## config.mk

```make
export PLATFORM = sky130hd
export DESIGN_NAME = krt_ctrl
export DESIGN_NICKNAME = d
export VERILOG_FILES = /design/src/sv/krt_pkg.sv /design/src/sv/krt_ctrl.sv
export SDC_FILE = /design/constraint.sdc
export NUM_CORES = 1
export LEC_CHECK = 0
export ABC_AREA = 1
export BUFFER_PORTS_ARGS = -buffer_cell sky130_fd_sc_hd__buf_2
export CORE_AREA = 5 5 42 44
export DETAILED_ROUTE_END_ITERATION = 6
export DIE_AREA = 0 0 47 49
export GPL_TIMING_DRIVEN = 0
export PLACE_DENSITY = 0.54
export SLEW_MARGIN = 25
export SYNTH_ARGS = -nofsm -noshare
export SYNTH_HDL_FRONTEND = slang
export SYNTH_SLANG_ARGS = --single-unit
```

## constraint.sdc

```tcl
create_clock -name aclk -period 1.25 [get_ports aclk]
set_input_delay 0.0625 -clock aclk [delete_from_list [all_inputs] [get_ports aclk]]
set_output_delay 0.0625 -clock aclk [all_outputs]
set_load 0.02 [all_outputs]
```

## src/sv/krt_pkg.sv

```systemverilog
// Shared types and helpers for the keyed record table.
// Holds the request and status codes, controller states, the command and
// status structs between controller and datapath, and string trimming functions.
`default_nettype none

package krt_pkg;

    localparam int KEY_W   = 80;
    localparam int LABEL_W = 160;
    localparam int PRICE_W = 32;

    typedef enum logic [1:0] {
        MODE_INSERT = 2'd0,
        MODE_FIND   = 2'd1,
        MODE_UPDATE = 2'd2,
        MODE_DELETE = 2'd3
    } mode_t;

    typedef enum logic [1:0] {
        STAT_DONE    = 2'd0,
        STAT_FULL    = 2'd1,
        STAT_DUP     = 2'd2,
        STAT_MISSING = 2'd3
    } status_t;

    typedef enum logic [2:0] {
        ST_IDLE,
        ST_SCAN_RD,
        ST_SCAN_CMP,
        ST_EXEC,
        ST_SHIFT_RD,
        ST_SHIFT_WR,
        ST_RESPOND
    } state_t;

    // Commands from the controller to the datapath.
    typedef struct packed {
        logic load_req;
        logic idx_clr;
        logic idx_inc;
        logic rd_scan;
        logic rd_shift;
        logic set_hit;
        logic exec;
        logic wr_insert;
        logic wr_price;
        logic wr_shift;
        logic cnt_inc;
        logic cnt_dec;
        logic out_load;
    } cmd_t;

    // Status from the datapath to the controller.
    typedef struct packed {
        mode_t mode;
        logic  hit;
        logic  full;
        logic  scan_end;
        logic  shift_end;
        logic  key_match;
        logic  out_busy;
    } stat_t;

    // Clears every byte after the first zero byte of a key.
    function automatic logic [KEY_W-1:0] trim_key(input logic [KEY_W-1:0] v);
        logic [KEY_W-1:0] r;
        logic             ended;
        r     = v;
        ended = 1'b0;
        for (int i = 0; i < KEY_W / 8; i++) begin
            if (ended) begin
                r[i*8 +: 8] = 8'd0;
            end else if (v[i*8 +: 8] == 8'd0) begin
                ended = 1'b1;
            end
        end
        return r;
    endfunction

    // Same trimming for the label.
    function automatic logic [LABEL_W-1:0] trim_label(input logic [LABEL_W-1:0] v);
        logic [LABEL_W-1:0] r;
        logic               ended;
        r     = v;
        ended = 1'b0;
        for (int i = 0; i < LABEL_W / 8; i++) begin
            if (ended) begin
                r[i*8 +: 8] = 8'd0;
            end else if (v[i*8 +: 8] == 8'd0) begin
                ended = 1'b1;
            end
        end
        return r;
    endfunction

endpackage

`default_nettype wire

```

## src/sv/krt_ctrl.sv

```systemverilog
// Controller state machine of the keyed record table.
// Depends on krt_pkg for state, mode, command and status types.
`default_nettype none

module krt_ctrl (
    input  wire logic           aclk,
    input  wire logic           aresetn,
    input  wire logic           in_valid,
    output logic                in_ready,
    input  wire krt_pkg::stat_t stat,
    output krt_pkg::cmd_t       cmd
);

    krt_pkg::state_t state_reg;
    krt_pkg::state_t state_next;

    always_ff @(posedge aclk) begin
        if (!aresetn) begin
            state_reg <= krt_pkg::ST_IDLE;
        end else begin
            state_reg <= state_next;
        end
    end

    always_comb begin
        cmd        = '0;
        in_ready   = 1'b0;
        state_next = state_reg;
        case (state_reg)
            krt_pkg::ST_IDLE: begin
                in_ready = 1'b1;
                if (in_valid) begin
                    cmd.load_req = 1'b1;
                    cmd.idx_clr  = 1'b1;
                    state_next   = krt_pkg::ST_SCAN_RD;
                end
            end
            krt_pkg::ST_SCAN_RD: begin
                if (stat.scan_end) begin
                    state_next = krt_pkg::ST_EXEC;
                end else begin
                    cmd.rd_scan = 1'b1;
                    state_next  = krt_pkg::ST_SCAN_CMP;
                end
            end
            krt_pkg::ST_SCAN_CMP: begin
                if (stat.key_match) begin
                    cmd.set_hit = 1'b1;
                    state_next  = krt_pkg::ST_EXEC;
                end else begin
                    cmd.idx_inc = 1'b1;
                    state_next  = krt_pkg::ST_SCAN_RD;
                end
            end
            krt_pkg::ST_EXEC: begin
                cmd.exec   = 1'b1;
                state_next = krt_pkg::ST_RESPOND;
                case (stat.mode)
                    krt_pkg::MODE_INSERT: begin
                        if (!stat.full && !stat.hit) begin
                            cmd.wr_insert = 1'b1;
                            cmd.cnt_inc   = 1'b1;
                        end
                    end
                    krt_pkg::MODE_UPDATE: begin
                        cmd.wr_price = stat.hit;
                    end
                    krt_pkg::MODE_DELETE: begin
                        if (stat.hit) begin
                            state_next = krt_pkg::ST_SHIFT_RD;
                        end
                    end
                    default: begin
                    end
                endcase
            end
            krt_pkg::ST_SHIFT_RD: begin
                if (stat.shift_end) begin
                    cmd.cnt_dec = 1'b1;
                    state_next  = krt_pkg::ST_RESPOND;
                end else begin
                    cmd.rd_shift = 1'b1;
                    state_next   = krt_pkg::ST_SHIFT_WR;
                end
            end
            krt_pkg::ST_SHIFT_WR: begin
                cmd.wr_shift = 1'b1;
                cmd.idx_inc  = 1'b1;
                state_next   = krt_pkg::ST_SHIFT_RD;
            end
            krt_pkg::ST_RESPOND: begin
                if (!stat.out_busy) begin
                    cmd.out_load = 1'b1;
                    state_next   = krt_pkg::ST_IDLE;
                end
            end
            default: begin
                state_next = krt_pkg::ST_IDLE;
            end
        endcase
    end

endmodule

`default_nettype wire

```

==> out/metrics.csv <==
metric;value;unit
Port Buffer Count;24;
hold path startpoint;aresetn;
final worst slack;-0.0363;ns
critical path type;reg2out;
CP cell instances;nand2_4 -> nor2_4 -> nand2_2 -> nor3_4 -> buf_4 -> buf_6;
flops & latches, synth;3;
worst skew pair latency;0.23;ns
Finished Layout Cells;100;
final core occ;39.9;%
TritonRoute pass-1 iters;4;
routed wire length per instance;9.20;microns
min cycle time layout;1.29;ns
Fin Setup TNS;-0.0511;ns
VDD IR max;0.613;mV
io pins;25;
DP Cell Count;93;
CTS clk-pin slew, worst paths;0.04;ns
period utilization;103;%
total gr overflow;0;
final setup vio count;2;
worst path required time;1.19;ns
CTS tree;built;
Tot Pwr;0.000637;W
relative slew slack;85.5;%
worst-path fanout max;6;
largest net degree at the start of global routing;7;
CTS H-Tree Depth;1;
register area share after synthesis;19.4;%
routing usage on met3;3.32;%
synth-to-layout area growth;80.2;%
vias per cell;4.37;
First DRT Iteration DRCs;1;
max_cap viols;0;
critical path's largest stage delay;0.37;ns
status;finished with violations;
Hold/Removal Path Class;in2reg;
slowest stage cell, crit path;dfxtp_4;
Slew Limit Fails;0;
Leakage Power;0.324;nW
Global Route met1 Usage;9.67;%
kind of end point of the critical path;primary output;
diode count;0;
r2r startpoint;state_reg[0]$_SDFFE_PN0P_;
initial antenna violation count;0;
global-route wire length before repair;1480;microns
Die Height;49;microns
layout cells sized above 1;53.6;%
Remaining DRCs;0;
syn_nets;64;
worst slack, placed;0.0546;ns
RSZ-0062 raised after global routing;yes;
max FFs per register;3;
fmax;0.777;GHz
failing checks;negative setup slack;
Starting Density;22.1;%
RD Place Congestion;0.698;
global route hottest layer;met2;
die area;0.00230;sq mm
crit start category;flop;
Detailed Route WL;920;microns
post-synth cell types;17;
Post-Syn Area per Cell;5.85;sq um
yosys warns;0;
DP HPWL;739;microns
Synth Instances;53;
Vias;437;
Die W;47;microns
Root Driver;clkbuf_4;
Post-Syn Area;310;sq um
num rows;14;
fin nets;96;
Least-Margin Pin Slew;0.215;ns
final hold vios;0;
skew final;0.00278;ns
TritonCTS Buffers;3;
CP arrival;1.22;ns
TritonCTS sink count;3;
Critical path origin;state_reg[0]$_SDFFE_PN0P_;
Routed Antenna Nets;0;
vias in the first global route;391;
grt met2 use;13.8;%
GRT Overall Usage;8.45;%
P per Cell Area;1140;mW/mm^2
Core ar.;0.00140;sq mm
clk buf depth;2;
-- power breakdown --
group | switching (W) | total, W | internal [W] | leakage, nW
combinational | 0.000194 | 0.000329 | 0.000135 | 0.283
clock | 0.0000435 | 0.000163 | 0.000119 | 0.0150
sequential | 0.0000286 | 0.000146 | 0.000117 | 0.0264
-- cell usage after synthesis --
master	count	area share, %
nand4_1	2	4.0
a21oi_1	3	4.8
nor3_2	1	3.2
dfxtp_1	3	19
nor3_1	3	4.8
buf_4	3	7.3
nand2_1	9	11
nor2_1	10	12
inv_1	7	8.5
nor4_1	1	2.0
o21bai_1	1	2.4
buf_6	1	3.6
nand2_2	2	4.0
nor2_4	1	3.6
o21ai_0	1	1.6
nand3_1	4	6.5
inv_2	1	1.2
-- worst max-delay path, delay by kind of cell, from the launching register on --
family / cells / cell delay (ns)
simple gates: 4 / 0.40
buf+inv: 2 / 0.23
flops: 1 / 0.37
-- placed cells by master (no fill, tap or decap), types with 3 or more instances in the layout --
cell      synthesis  routed
buf_2             0      18
buf_4             3      12
nand3_1           4       4
inv_1             7       7
clkbuf_4          0       3
nor3_4            0       3
nand2_1           9       8
nor2_1           10      10
a21oi_1           3       3
-- stage by stage --
step	instance area, sq um	hold slack, ns
3_3_place_gp	460	0.329
5_1_grt	559	0.0825
6_report	559	0.0873
4_1_cts	557	0.0838
3_5_place_dp	460	0.331
2_1_floorplan	320	0.180
-- kinds of logic (layout without fill, tap and decap cells) --
family | Yosys count | count (layout) | synth area share [%]
flip-flops | 3 | 3 | 19.4
AND/OR/NAND/NOR | 33 | 33 | 51.2
buffers and inverters | 12 | 43 | 20.6
AO/OA/AOI/OAI | 5 | 5 | 8.87
-- worst paths after layout --
path,to,slack (ns),cells after the start
hold / removal,state_reg[2]$_SDFFE_PN0P_,0.09,3
setup / recovery,cmd[5],-0.04,6
setup reg to reg,state_reg[1]$_SDFFE_PN0P_,0.16,8
hold reg to reg,state_reg[2]$_SDFFE_PN0P_,0.62,2
-- area by class of cell --
type	count	area (sq um)
repair buffers	29	176
well taps	16	20.0
flip-flops and latches	3	68.8
inverters	8	30.0
multi-input cells	38	223
plain buffers	2	15.0
fillers	159	842
clock buffers	4	26.3
-- repair_timing --
action                     CTS  global route
pin swaps                    2             3
hold buffers                 0             0
hold endpoints to repair     0             0
gates resized for setup     13             5
buffers inserted             4             1
setup endpoints to repair    5            11
-- layer usage --
layer  wire length [microns]  vias up
met2                     488        8
li1                        -      231
met1                     381      198
met3                      50        0
met4                       0        0
met5                       0        -
Power figures use the tool's default switching activity.
